==> src/hw/rtl/ctl_pkg.sv <==
// Shared constants, result record and character-class helpers for the config text lexer.
package ctl_pkg;

  localparam int POS_BITS   = 16;
  localparam int VALUE_BITS = 64;

  localparam logic [POS_BITS-1:0]   POS_MAX = '1;
  localparam logic [VALUE_BITS-1:0] VAL_CAP = {1'b1, {(VALUE_BITS - 1){1'b0}}};

  // Token kinds
  localparam logic [2:0] KIND_IDENT  = 3'd0;
  localparam logic [2:0] KIND_NUMBER = 3'd1;
  localparam logic [2:0] KIND_STRING = 3'd2;
  localparam logic [2:0] KIND_COMMA  = 3'd3;
  localparam logic [2:0] KIND_COLON  = 3'd4;
  localparam logic [2:0] KIND_EQUALS = 3'd5;
  localparam logic [2:0] KIND_END    = 3'd6;
  localparam logic [2:0] KIND_ERROR  = 3'd7;

  // Error codes
  localparam logic [2:0] ERR_NONE       = 3'd0;
  localparam logic [2:0] ERR_EOF_STRING = 3'd1;
  localparam logic [2:0] ERR_NL_STRING  = 3'd2;
  localparam logic [2:0] ERR_BAD_START  = 3'd3;
  localparam logic [2:0] ERR_BAD_NUMBER = 3'd4;

  // Characters
  localparam logic [7:0] CH_NUL   = 8'h00;
  localparam logic [7:0] CH_LF    = 8'h0A;
  localparam logic [7:0] CH_CR    = 8'h0D;
  localparam logic [7:0] CH_SEMI  = 8'h3B;
  localparam logic [7:0] CH_COMMA = 8'h2C;
  localparam logic [7:0] CH_COLON = 8'h3A;
  localparam logic [7:0] CH_EQ    = 8'h3D;
  localparam logic [7:0] CH_RPAR  = 8'h29;
  localparam logic [7:0] CH_QUOTE = 8'h22;
  localparam logic [7:0] CH_PLUS  = 8'h2B;
  localparam logic [7:0] CH_MINUS = 8'h2D;
  localparam logic [7:0] CH_ZERO  = 8'h30;
  localparam logic [7:0] CH_X     = 8'h78;

  typedef struct packed {
    logic [2:0]  kind;
    logic [2:0]  error_code;
    logic [15:0] token_line;
    logic [15:0] token_col;
    logic [15:0] token_length;
    logic [63:0] number_value;
    logic        last;
  } result_t;

  function automatic logic is_space(input logic [7:0] c);
    return c inside {8'h20, [8'h09:8'h0D]};
  endfunction

  function automatic logic is_alpha(input logic [7:0] c);
    return c inside {[8'h41:8'h5A], [8'h61:8'h7A]};
  endfunction

  function automatic logic is_dec(input logic [7:0] c);
    return c inside {[8'h30:8'h39]};
  endfunction

  function automatic logic is_sep(input logic [7:0] c);
    return (c inside {CH_RPAR, CH_COMMA, CH_EQ, CH_COLON}) || is_space(c);
  endfunction

  function automatic logic [POS_BITS-1:0] sat_inc(input logic [POS_BITS-1:0] v);
    return (v == POS_MAX) ? POS_MAX : v + 1'b1;
  endfunction

  // Decode one digit; bit 4 flags a valid digit for the radix
  function automatic logic [4:0] digit_decode(input logic [7:0] c, input logic hex);
    logic [4:0] r;
    r = 5'd0;
    if (is_dec(c)) begin
      r = {1'b1, 4'(c - CH_ZERO)};
    end else if (hex && (c inside {[8'h61:8'h66]})) begin
      r = {1'b1, 4'(c - 8'h57)};
    end else if (hex && (c inside {[8'h41:8'h46]})) begin
      r = {1'b1, 4'(c - 8'h37)};
    end
    return r;
  endfunction

  function automatic result_t make_res(input logic [2:0] kind, input logic [2:0] err,
                                       input logic [POS_BITS-1:0] line,
                                       input logic [POS_BITS-1:0] col,
                                       input logic [POS_BITS-1:0] len,
                                       input logic [63:0] val);
    result_t r;
    r.kind         = kind;
    r.error_code   = err;
    r.token_line   = 16'(line);
    r.token_col    = 16'(col);
    r.token_length = 16'(len);
    r.number_value = val;
    r.last         = 1'b0;
    return r;
  endfunction

endpackage

==> src/hw/rtl/config_text_lexer_top.sv <==
// Config text lexer: byte-stream tokenizer with line/column tracking and a result queue.
//
// Usage: feed one source byte per request on the in_ channel (in_ch, or
// in_end_of_input to close the source). Each token found comes out as one
// request on the out_ channel with kind, error code, start line/column,
// length and number value; out_last marks the final result of a byte.
// A byte can give zero, one or two results.
// A result is written to the result queue when the byte that causes it is
// accepted and is presented from there. Throughput: one byte per cycle while
// in_stall is low; the scan state is updated in a single pass as each byte is accepted.
// The results go into a four-entry queue; in_stall rises while fewer than two
// entries are free, so a stalled receiver backs up into the input channel
// once three results are waiting; bytes that give no result are held as well.
// Results hold steady while out_stall is high.
// After an end or error result the block ignores all further bytes.
// Reset (rst_n low, synchronous) returns the scanner to line 1, column 1 with
// no token open and empties the result queue.
module config_text_lexer_top (
  input  logic                        clk,
  input  logic                        rst_n,
  input  logic                        in_valid,
  output logic                        in_stall,
  input  logic [7:0]                  in_ch,
  input  logic                        in_end_of_input,
  output logic                        out_valid,
  input  logic                        out_stall,
  output logic [2:0]                  out_kind,
  output logic [2:0]                  out_error_code,
  output logic [15:0]                 out_token_line,
  output logic [15:0]                 out_token_col,
  output logic [15:0]                 out_token_length,
  output logic signed [63:0]          out_number_value,
  output logic                        out_last
);
  import ctl_pkg::*;

  localparam logic [2:0] M_IDLE      = 3'd0;
  localparam logic [2:0] M_IDENT     = 3'd1;
  localparam logic [2:0] M_STRING    = 3'd2;
  localparam logic [2:0] M_NUM_FIRST = 3'd3;
  localparam logic [2:0] M_NUM       = 3'd4;
  localparam logic [2:0] M_HEX_SIGN  = 3'd5;
  localparam logic [2:0] M_HALT      = 3'd6;

  localparam int QDEPTH = 4;
  localparam int QPTR   = $clog2(QDEPTH);
  localparam int WIDE   = VALUE_BITS + 5;

  logic [2:0]            mode_r, mode_nxt;
  logic                  first_r, first_nxt;
  logic                  comment_r, comment_nxt;
  logic                  cr_r, cr_nxt;
  logic [POS_BITS-1:0]   line_r, line_nxt;
  logic [POS_BITS-1:0]   col_r, col_nxt;
  logic [POS_BITS-1:0]   sline_r, sline_nxt;
  logic [POS_BITS-1:0]   scol_r, scol_nxt;
  logic [POS_BITS-1:0]   tlen_r, tlen_nxt;
  logic [VALUE_BITS-1:0] mag_r, mag_nxt;
  logic                  neg_r, neg_nxt;
  logic                  hex_r, hex_nxt;
  logic                  dseen_r, dseen_nxt;
  logic                  nvalid_r, nvalid_nxt;

  result_t               queue_r [QDEPTH];
  logic [QPTR-1:0]       head_r, tail_r;
  logic [QPTR:0]         cnt_r;

  logic                  in_acc, out_acc;
  result_t               res [2];
  logic [1:0]            n_res;
  logic                  do_finish, do_start, eoi_end;

  // Digit accumulate with saturation at the magnitude cap
  logic [4:0]            dig;
  logic [WIDE-1:0]       m_ext, prod, acc_sum;
  logic [VALUE_BITS-1:0] mag_digit;
  logic [VALUE_BITS-1:0] num_val;
  logic [63:0]           num_val64;

  assign dig       = digit_decode(in_ch, hex_r);
  assign m_ext     = WIDE'(mag_r);
  assign prod      = hex_r ? (m_ext << 4) : ((m_ext << 3) + (m_ext << 1));
  assign acc_sum   = prod + WIDE'(dig[3:0]);
  assign mag_digit = (acc_sum > WIDE'(VAL_CAP)) ? VAL_CAP : acc_sum[VALUE_BITS-1:0];

  // Signed value of the open number, clamped on the positive side
  assign num_val   = neg_r ? (VALUE_BITS'(0) - mag_r)
                           : ((mag_r < VAL_CAP) ? mag_r : VAL_CAP - 1'b1);
  assign num_val64 = 64'(signed'(num_val));

  assign in_acc    = in_valid && !in_stall;
  assign out_acc   = out_valid && !out_stall;
  assign in_stall  = (cnt_r > (QPTR + 1)'(QDEPTH - 2));

  // Scan one byte: state update and up to two results
  always_comb begin
    mode_nxt    = mode_r;
    first_nxt   = first_r;
    comment_nxt = comment_r;
    cr_nxt      = cr_r;
    line_nxt    = line_r;
    col_nxt     = col_r;
    sline_nxt   = sline_r;
    scol_nxt    = scol_r;
    tlen_nxt    = tlen_r;
    mag_nxt     = mag_r;
    neg_nxt     = neg_r;
    hex_nxt     = hex_r;
    dseen_nxt   = dseen_r;
    nvalid_nxt  = nvalid_r;
    res[0]      = '0;
    res[1]      = '0;
    n_res       = 2'd0;
    do_finish   = 1'b0;
    do_start    = 1'b0;
    eoi_end     = 1'b0;

    if (in_acc && mode_r != M_HALT) begin
      if (cr_r && !in_end_of_input && in_ch == CH_LF) begin
        // drop the LF of a CRLF pair
        cr_nxt = 1'b0;
      end else begin
        cr_nxt = 1'b0;
        if (in_end_of_input) begin
          if (mode_r == M_STRING) begin
            res[n_res[0]] = make_res(KIND_ERROR, ERR_EOF_STRING, sline_r, scol_r, '0, '0);
            n_res = n_res + 2'd1;
            mode_nxt = M_HALT;
          end else begin
            do_finish = (mode_r != M_IDLE);
            eoi_end   = 1'b1;
          end
        end else if (comment_r) begin
          if (in_ch == CH_LF || in_ch == CH_CR) begin
            comment_nxt = 1'b0;
            line_nxt    = sat_inc(line_r);
            col_nxt     = POS_BITS'(1);
            first_nxt   = 1'b1;
            cr_nxt      = (in_ch == CH_CR);
          end
        end else if (mode_r == M_STRING) begin
          if (in_ch == CH_NUL) begin
            res[n_res[0]] = make_res(KIND_ERROR, ERR_EOF_STRING, sline_r, scol_r, '0, '0);
            n_res = n_res + 2'd1;
            mode_nxt = M_HALT;
          end else if (in_ch == CH_LF || in_ch == CH_CR) begin
            res[n_res[0]] = make_res(KIND_ERROR, ERR_NL_STRING, sline_r, scol_r, '0, '0);
            n_res = n_res + 2'd1;
            mode_nxt = M_HALT;
          end else if (in_ch == CH_QUOTE) begin
            col_nxt = sat_inc(col_r);
            res[n_res[0]] = make_res(KIND_STRING, ERR_NONE, sline_r, scol_r, tlen_r, '0);
            n_res = n_res + 2'd1;
            mode_nxt = M_IDLE;
          end else begin
            col_nxt  = sat_inc(col_r);
            tlen_nxt = sat_inc(tlen_r);
          end
        end else if (mode_r == M_IDLE) begin
          do_start = 1'b1;
        end else if (is_sep(in_ch)) begin
          do_finish = 1'b1;
          do_start  = 1'b1;
        end else begin
          // extend the open identifier or number
          col_nxt  = sat_inc(col_r);
          tlen_nxt = sat_inc(tlen_r);
          if (mode_r == M_NUM_FIRST && dseen_r && mag_r == '0 && in_ch == CH_X) begin
            hex_nxt   = 1'b1;
            dseen_nxt = 1'b0;
            mode_nxt  = M_HEX_SIGN;
          end else if (mode_r == M_HEX_SIGN && (in_ch == CH_PLUS || in_ch == CH_MINUS)) begin
            neg_nxt  = (in_ch == CH_MINUS);
            mode_nxt = M_NUM;
          end else if (mode_r != M_IDENT) begin
            mode_nxt = M_NUM;
            if (dig[4]) begin
              mag_nxt   = mag_digit;
              dseen_nxt = 1'b1;
            end else begin
              nvalid_nxt = 1'b0;
            end
          end
        end
      end
    end

    // Close the open identifier or number
    if (do_finish) begin
      if (mode_r == M_IDENT) begin
        res[n_res[0]] = make_res(KIND_IDENT, ERR_NONE, sline_r, scol_r, tlen_r, '0);
        n_res = n_res + 2'd1;
        mode_nxt = M_IDLE;
      end else if (nvalid_r && (dseen_r || mode_r == M_HEX_SIGN)) begin
        res[n_res[0]] = make_res(KIND_NUMBER, ERR_NONE, sline_r, scol_r, tlen_r, num_val64);
        n_res = n_res + 2'd1;
        mode_nxt = M_IDLE;
      end else begin
        res[n_res[0]] = make_res(KIND_ERROR, ERR_BAD_NUMBER, sline_r, scol_r, '0, '0);
        n_res = n_res + 2'd1;
        mode_nxt  = M_HALT;
        do_start  = 1'b0;
        eoi_end   = 1'b0;
      end
    end

    // End of source after any pending token
    if (eoi_end) begin
      res[n_res[0]] = make_res(KIND_END, ERR_NONE, line_r, col_r, '0, '0);
      n_res = n_res + 2'd1;
      mode_nxt = M_HALT;
    end

    // Open the next token on this byte
    if (do_start) begin
      if (is_space(in_ch)) begin
        if (in_ch == CH_LF || in_ch == CH_CR) begin
          line_nxt  = sat_inc(line_r);
          col_nxt   = POS_BITS'(1);
          first_nxt = 1'b1;
          cr_nxt    = (in_ch == CH_CR);
        end else begin
          col_nxt = sat_inc(col_r);
        end
      end else if (first_r && in_ch == CH_SEMI) begin
        comment_nxt = 1'b1;
      end else if (in_ch == CH_NUL) begin
        res[n_res[0]] = make_res(KIND_END, ERR_NONE, line_r, col_r, '0, '0);
        n_res = n_res + 2'd1;
        mode_nxt = M_HALT;
      end else begin
        sline_nxt = line_r;
        scol_nxt  = col_r;
        col_nxt   = sat_inc(col_r);
        first_nxt = 1'b0;
        tlen_nxt  = '0;
        if (in_ch == CH_COMMA) begin
          res[n_res[0]] = make_res(KIND_COMMA, ERR_NONE, line_r, col_r, '0, '0);
          n_res = n_res + 2'd1;
        end else if (in_ch == CH_COLON) begin
          res[n_res[0]] = make_res(KIND_COLON, ERR_NONE, line_r, col_r, '0, '0);
          n_res = n_res + 2'd1;
        end else if (in_ch == CH_EQ) begin
          res[n_res[0]] = make_res(KIND_EQUALS, ERR_NONE, line_r, col_r, '0, '0);
          n_res = n_res + 2'd1;
        end else if (in_ch == CH_QUOTE) begin
          mode_nxt = M_STRING;
        end else if (is_dec(in_ch) || in_ch == CH_PLUS || in_ch == CH_MINUS) begin
          mode_nxt   = M_NUM_FIRST;
          tlen_nxt   = POS_BITS'(1);
          neg_nxt    = (in_ch == CH_MINUS);
          hex_nxt    = 1'b0;
          nvalid_nxt = 1'b1;
          dseen_nxt  = is_dec(in_ch);
          mag_nxt    = is_dec(in_ch) ? VALUE_BITS'(in_ch - CH_ZERO) : '0;
        end else if (is_alpha(in_ch)) begin
          mode_nxt = M_IDENT;
          tlen_nxt = POS_BITS'(1);
        end else begin
          res[n_res[0]] = make_res(KIND_ERROR, ERR_BAD_START, line_r, col_r, '0, '0);
          n_res = n_res + 2'd1;
          mode_nxt = M_HALT;
        end
      end
    end

    // Flag the final result of this byte
    if (n_res == 2'd1) begin
      res[0].last = 1'b1;
    end else if (n_res == 2'd2) begin
      res[1].last = 1'b1;
    end
  end

  // Scanner state registers
  always_ff @(posedge clk) begin
    if (!rst_n) begin
      mode_r    <= M_IDLE;
      first_r   <= 1'b1;
      comment_r <= 1'b0;
      cr_r      <= 1'b0;
      line_r    <= POS_BITS'(1);
      col_r     <= POS_BITS'(1);
      sline_r   <= POS_BITS'(1);
      scol_r    <= POS_BITS'(1);
      tlen_r    <= '0;
      mag_r     <= '0;
      neg_r     <= 1'b0;
      hex_r     <= 1'b0;
      dseen_r   <= 1'b0;
      nvalid_r  <= 1'b1;
    end else begin
      mode_r    <= mode_nxt;
      first_r   <= first_nxt;
      comment_r <= comment_nxt;
      cr_r      <= cr_nxt;
      line_r    <= line_nxt;
      col_r     <= col_nxt;
      sline_r   <= sline_nxt;
      scol_r    <= scol_nxt;
      tlen_r    <= tlen_nxt;
      mag_r     <= mag_nxt;
      neg_r     <= neg_nxt;
      hex_r     <= hex_nxt;
      dseen_r   <= dseen_nxt;
      nvalid_r  <= nvalid_nxt;
    end
  end

  // Result queue pointers and count
  always_ff @(posedge clk) begin
    if (!rst_n) begin
      head_r <= '0;
      tail_r <= '0;
      cnt_r  <= '0;
    end else begin
      tail_r <= tail_r + QPTR'(n_res);
      head_r <= head_r + QPTR'(out_acc);
      cnt_r  <= cnt_r + (QPTR + 1)'(n_res) - (QPTR + 1)'(out_acc);
    end
  end

  // Result queue payload: write the new results at the tail
  always_ff @(posedge clk) begin
    if (n_res != 2'd0) begin
      queue_r[tail_r] <= res[0];
    end
    if (n_res == 2'd2) begin
      queue_r[tail_r + QPTR'(1)] <= res[1];
    end
  end

  assign out_valid        = (cnt_r != '0);
  assign out_kind         = queue_r[head_r].kind;
  assign out_error_code   = queue_r[head_r].error_code;
  assign out_token_line   = queue_r[head_r].token_line;
  assign out_token_col    = queue_r[head_r].token_col;
  assign out_token_length = queue_r[head_r].token_length;
  assign out_number_value = signed'(queue_r[head_r].number_value);
  assign out_last         = queue_r[head_r].last;

endmodule

==> config.mk <==
export PLATFORM = sky130hd
export DESIGN_NAME = config_text_lexer_top
export DESIGN_NICKNAME = d
export VERILOG_FILES = /design/src/hw/rtl/ctl_pkg.sv /design/src/hw/rtl/config_text_lexer_top.sv
export SDC_FILE = /design/constraint.sdc
export NUM_CORES = 2
export LEC_CHECK = 0
export ABC_AREA = 1
export BUFFER_PORTS_ARGS = -buffer_cell sky130_fd_sc_hd__buf_2
export CORE_MARGIN = 2
export CORE_UTILIZATION = 36
export DETAILED_ROUTE_END_ITERATION = 6
export PLACE_DENSITY = 0.61
export SYNTH_ARGS = -nofsm -noshare
export SYNTH_HDL_FRONTEND = slang
export SYNTH_SLANG_ARGS = --single-unit
==> constraint.sdc <==
create_clock -name clk -period 7.4 [get_ports clk]
set_input_delay 0 -clock clk [delete_from_list [all_inputs] [get_ports clk]]
set_output_delay 0 -clock clk [all_outputs]
set_load 0.05 [all_outputs]
Word-level counts from Yosys, hierarchy flattened
Memories as Yosys holds them, arrays and structs flattened. A register that Yosys moved wholly into a read port is not among the register bits.
Index checks and enable logic that the tools add are counted.
- reduce and logical (&&, ||, !) cells: 41
- $lt $le $gt $ge: 19
- mux-type cells: 294
- $add $sub $neg: 18
- div/mod/pow operators: 0
- shifts and indexed selects: 0
- eq/ne operators: 23
- bitwise logic cells: 6
- $mul: 0
- operators by type and width (cell ; number):
    $mux 238 ; 14
    $bwmux 238 ; 9
    $mux 64 ; 24
    $mux 119 ; 11
    $mux 16 ; 40
    $demux 119 s1 ; 3
    $mux 1 ; 144
    $mux 118 ; 1
    $mux 3 ; 28
    $eq 8x6->1 const B ; 9
    $add 68x4->69 ; 1
    $gt 69x64->1 const B ; 1
    $add 67x65->68 ; 1
    $mux 68 ; 1
    $logic_not 64->1 ; 1
    $lt 64x64->1 const B ; 1
    $sub 1x64->64 const A ; 1
    $add 16x1->16 const B ; 3
    $eq 16x16->1 const B ; 3
    $le 8x7->1 const B ; 4
    $mux 2 ; 16
    $logic_and 1x1->1 ; 22
    $eq 8x4->1 const B ; 2
    $ge 8x7->1 const B ; 2
    34 further kinds ; 59
- memory bits (writable): 476
- latch bits: 0
- bits in read-only memories: 0
- memories kept: 1
- word-level logic and storage cells: 419
- register bits after elaboration: 161
- output and inout port bits: 121
- memories (memory ; words ; bits a word ; read ports ; clocked after memory_dff ; wr ports ; line ; text):
    queue_r ; 4 ; 119 ; 1 ; 1 ; 2 ; config_text_lexer_top.sv:64 ; result_t queue_r [QDEPTH];

Longest topological paths before layout
- depth in word-level cells: 33
- gate-level depth with buffers: 42

Worst setup path before layout
OpenSTA, ideal clock, no wires.
- kind: input to register
- start: in in_ch[4]
- end: mem queue_r[3][0] in the netlist's numbering (enable)
- arrival time: 5.684 ns
- path buffers: 0
- cell stages on the path: 25
- setup time: 0.482 ns
- path slack: 1.234 ns
- cells stage by stage: ha_1 -> inv_1 -> nor2_1 -> clkinv_2 -> nor2_2 -> nor2_4 -> inv_2 -> nor2_2 -> inv_2 -> nor3_4 -> o21ai_2 -> nand3_4 -> inv_1 -> ha_1 -> inv_1 -> nor2_4 -> nor2_8 -> ha_1 -> o21ai_0 -> o21bai_2 -> a31oi_4 -> inv_1 -> nand2_1 -> nand3_1 -> nand2_1
- RTL lines (what ; line ; text):
    from (decl) ; config_text_lexer_top.sv:23 ; input logic [7:0] in_ch,
    to (decl) ; config_text_lexer_top.sv:64 ;

Final worst setup path
- start: in in_ch[3]
- end: reg mag_r[56]
- word-level cells in the longest chain between the ends: 29
- elaborated cells on any way between the ends: 83
- ends and longest elaborated chain (what ; line ; text):
    $ge 8x7->1 / $le 8x7->1 (equally long branches) ; ctl_pkg.sv:80 ; end else if (hex && (c inside {[8'h41:8'h46]})) begin
    $logic_and 1x1->1 (2 in series) ; ctl_pkg.sv:80 ;
    $mux 5 ; ctl_pkg.sv:80 ;
    $mux 5 ; ctl_pkg.sv:78 ; end else if (hex && (c inside {[8'h61:8'h66]})) begin
    $mux 5 ; ctl_pkg.sv:76 ; if (is_dec(c)) begin
    $add 68x4->69 ; config_text_lexer_top.sv:83 ; assign acc_sum = prod + WIDE'(dig[3:0]);
    $gt 69x64->1 ; config_text_lexer_top.sv:84 ; assign mag_digit = (acc_sum > WIDE'(VAL_CAP)) ? VAL_CAP : acc_sum[VALUE_BITS-1:0];
    $mux 64 ; config_text_lexer_top.sv:84 ;
    [12 not listed] ; - ;
    $mux 64 ; config_text_lexer_top.sv:246 ; end else if (in_ch == CH_QUOTE) begin
    $mux 64 ; config_text_lexer_top.sv:243 ; end else if (in_ch == CH_EQ) begin
    $mux 64 ; config_text_lexer_top.sv:240 ; end else if (in_ch == CH_COLON) begin
    $mux 64 ; config_text_lexer_top.sv:237 ; if (in_ch == CH_COMMA) begin
    $mux 64 ; config_text_lexer_top.sv:227 ; end else if (in_ch == CH_NUL) begin
    $mux 64 ; config_text_lexer_top.sv:225 ; end else if (first_r && in_ch == CH_SEMI) begin
    $mux 64 ; config_text_lexer_top.sv:216 ; if (is_space(in_ch)) begin
    $mux 64 * ; config_text_lexer_top.sv:215 ; if (do_start) begin
    to (signal assigned) ; config_text_lexer_top.sv:302 ; mag_r <= mag_nxt;
    to (decl) ; config_text_lexer_top.sv:58 ; logic [VALUE_BITS-1:0] mag_r, mag_nxt;
Every way passes the cells marked *; elsewhere a longest branch is shown, timed or not.
A chain may end at the register's enable or synchronous reset.

==> results.py <==
metrics = {
    "run_status": {
        "status": "complete, but fails checks",
        "violations": "DRC",
    },
    "cts": {
        "cts_setup_buffers": 0,
        "cts.reportedPaths.clkPinSlew_ns": 0.06,
        "cts_max_path_buffers": 3,
        "cts_inserted_buffers": 73,
        "clock-sinks": 637,
        "cts_tree": "done",
        "depth_of_the_cts_h_tree": 3,
        "clk_latency_ns": 0.65,
        "cts_root_buf": "clkbuf_16",
    },
    "worst_setup_path": {
        "cp-end-kind": "register",
        "critical_path.most_common_cell": "nand2_1",
        "worst-endpoint-arrival_ns": 6.68,
        "worst_setup_path_type": "primary input to register",
        "critical_path.max_fanout": 60,
        "cp_slowest_stage_delay_ns": 0.59,
        "r2r_slack_ns": 1.50,
        "setup.worst_path.start_class": "primary input",
        "crit_slowest_cell": "a31oi_1",
        "cp_data_required_time_ns": 7.96,
        "timing.reg2reg.worst_path_depth": 26,
    },
    "sta": {
        "grt_setup_unrepaired": "false",
        "finClkSkew_ns": 0.03263,
        "finalSetupViolCount": 0,
        "hold_viol": 0,
        "finalCritPeriodShare": 0.8273,
        "finalWorstPathRequiredPeriod_ns": 6.122,
        "timing.max_slew.rel_slack": 0.09122,
        "worst-slew-pin-transition_ns": 1.349,
        "setup-tns-final_ns": 0,
        "drv_slew": 0,
        "fmaxAchievable_mhz": 163.4,
    },
    "flow_run": {
        "cap_violations": 0,
    },
    "floorplan": {
        "die_h_um": 343.5,
        "die-width_um": 343.5,
        "io_pins": 134,
        "area_of_the_die_sq_mm": 0.1180,
        "core_sq_mm": 0.1143,
        "placementRows": 124,
        "initial_utilization": 0.3630,
    },
    "finish": {
        "finalInstanceArea_sq_mm": 0.04611,
        "layout-drive-gt1-share": 0.06967,
        "area_growth_pct": 11.11,
        "number_of_inserted_filler_cells_in_the_final_layout": 11796,
        "nets": 5988,
    },
    "logic_synthesis": {
        "synth_async_sr_flop_share": 0,
        "syn-mean-instance-area_sq_um": 7.075,
        "synth-edff-count": 476,
        "primary_ff_master_synth": "edfxtp_1",
        "synth_area_sq_mm": 0.04150,
        "ys_seq_elements": 637,
        "netlist_instances": 5866,
        "ys_seq_area_frac": 0.4221,
        "ys_warn_count": 0,
        "mappedNetlistNets": 5970,
        "synth_cell_type_count": 61,
    },
    "global_routing": {
        "use_met1": 0.3803,
        "grt_use_met3": 0.05200,
        "grt-ovfl-total": 0,
        "globalRouteMet2Util": 0.3896,
        "first_global_vias": 37597,
        "grt_first_pass_wirelength_um": 235600,
        "layer_with_the_highest_usage": "met2",
        "gr-usage-all-layers": 0.2615,
        "grt_antenna_before_repair": 7,
        "grt_max_degree": 181,
    },
    "drt": {
        "ant_nets": 0,
        "detailedRoute.firstIterationViolations": 4927,
        "overall_routed_net_length_um": 158400,
        "detail_route.first_pass.iterations": 7,
        "vias_per_cell": 5.512,
        "drt-wirelength-per-cell_um": 21.24,
        "route.vias.total": 41096,
        "drc": 3,
    },
    "placement": {
        "place_hpwl_um": 112600,
        "postPlaceCellArea_sq_mm": 0.04354,
        "gp_routability_congestion": 1.057,
        "placement.io_buffers": 133,
    },
    "hold_path": {
        "worstHoldPathCells": 6,
        "worst_hold_path_type": "primary input to register",
    },
    "pwr": {
        "cell_area_power_density_mw_per_mm2": 288.7,
        "leakagePower_nw": 18.95,
        "vdd.ir_drop.worst_mv": 0.3143,
    },
}
critical path: cells and delay by family:
| kind | cells | cell delay [ns] |
|---|---|---|
| simple gates | 23 | 3.64 |
| buf+inv | 4 | 1.10 |
| fa+ha+maj | 2 | 0.45 |
| compound gates | 3 | 1.13 |
| xor+xnor | 1 | 0.28 |
cell usage after synthesis (84+ instances only):
| cell | count | area [sq um] |
|---|---|---|
| a21oi_1 | 171 | 855.8 |
| clkbuf_1 | 157 | 589.3 |
| dfxtp_1 | 161 | 3223 |
| edfxtp_1 | 476 | 14290 |
| ha_1 | 88 | 1101 |
| inv_1 | 669 | 2511 |
| nand2_1 | 1408 | 5285 |
| nand3_1 | 382 | 1912 |
| nor2_1 | 997 | 3742 |
| nor3_1 | 84 | 420.4 |
| o21ai_0 | 555 | 2778 |
| o22ai_1 | 183 | 1145 |
timing repair:
action / CTS / global route
hold buffers: 12 / 0
endpoints found under the hold margin: 16 / 0
resized for setup: 0 / 0
layout by cell type, fill, tap and decap left out, types with 23 or more instances in the layout:
cell,Yosys,layout
nor4_1,25,25
edfxtp_1,476,476
nand3_1,382,381
buf_4,4,38
xor2_1,27,27
o21ai_0,555,555
nor2_1,997,993
o2111ai_1,33,33
buf_2,68,133
inv_1,669,666
a21oi_1,171,171
nand2_1,1408,1404
nor3_1,84,84
ha_1,88,88
dfxtp_1,161,158
o21ai_1,77,77
o22ai_1,183,183
clkbuf_16,0,75
nand4_1,66,66
inv_2,25,23
registers in the layout (all words and copies together) (netlist names):
| register | cells |
|---|---|
| queue_r | 476 |
| mag_r | 64 |
| col_r | 16 |
| line_r | 16 |
| scol_r | 16 |
| sline_r | 16 |
| tlen_r | 16 |
| cnt_r | 3 |
| mode_r | 3 |
| head_r | 2 |
| tail_r | 2 |
| comment_r | 1 |
| cr_r | 1 |
| dseen_r | 1 |
| first_r | 1 |
| hex_r | 1 |
| neg_r | 1 |
| nvalid_r | 1 |
routing by layer:
layer / vias to the layer above / share of wire
li1: 19540 / -
met1: 19425 / 0.44
met2: 1860 / 0.43
met3: 269 / 0.099
met4: 2 / 0.029
met5: - / 0.000082
final timing paths:
path,startpoint,end
setup / recovery,in_ch[3],mag_r[56]
hold / removal,in_valid,cr_r
setup reg to reg,mag_r[7],mag_r[56]
hold reg to reg,col_r[4],col_r[4]
stage by stage:
| stage | power (W) | setup slack (ns) | util | hold slack (ns) | std cells |
|---|---|---|---|---|---|
| floorplan | 0.008171 | 1.234 | - | 0.1103 | 5866 |
| global placement | 0.009627 | 1.467 | 0.3808 | 0.3414 | 7309 |
| detailed placement | 0.009653 | 1.374 | 0.3808 | 0.3422 | 7309 |
| CTS | 0.01337 | 1.514 | 0.4032 | 0.01205 | 7454 |
| global route | 0.01384 | 0.6003 | 0.4032 | 0.06542 | 7454 |
| finish | 0.01331 | 1.278 | 0.4033 | 0.03671 | 7456 |
kinds of logic after synthesis:
logic type                 synth area share
xor gates and xnor gates           0.008894
AOI/OAI and AO/OA                    0.1451
buffers and inverters               0.09053
DFF                                  0.4221
and+or+nand+nor                      0.3055
adders and majority gates           0.02798
power breakdown:
part / internal [W] / switching, W / leakage [nW]
Combinational: 0.000973 / 0.00392 / 12.1
Sequential: 0.00448 / 0.000219 / 5.63
Clock: 0.00218 / 0.00154 / 1.20
Total: 0.00764 / 0.00568 / 18.9
cell type report:
type	count	area, sq um	area share
timing repair buffer	194	1291	0.02800
tap	1512	1892	0.04103
antenna	2	5.005	0.0001085
sequential	637	17530	0.3801
multi-input combinational	4276	20290	0.4401
inverter	702	2656	0.05761
clock inverter	38	436.7	0.009470
clock buffer	95	2012	0.04363
No activity file was read; power rests on OpenSTA's default activity.
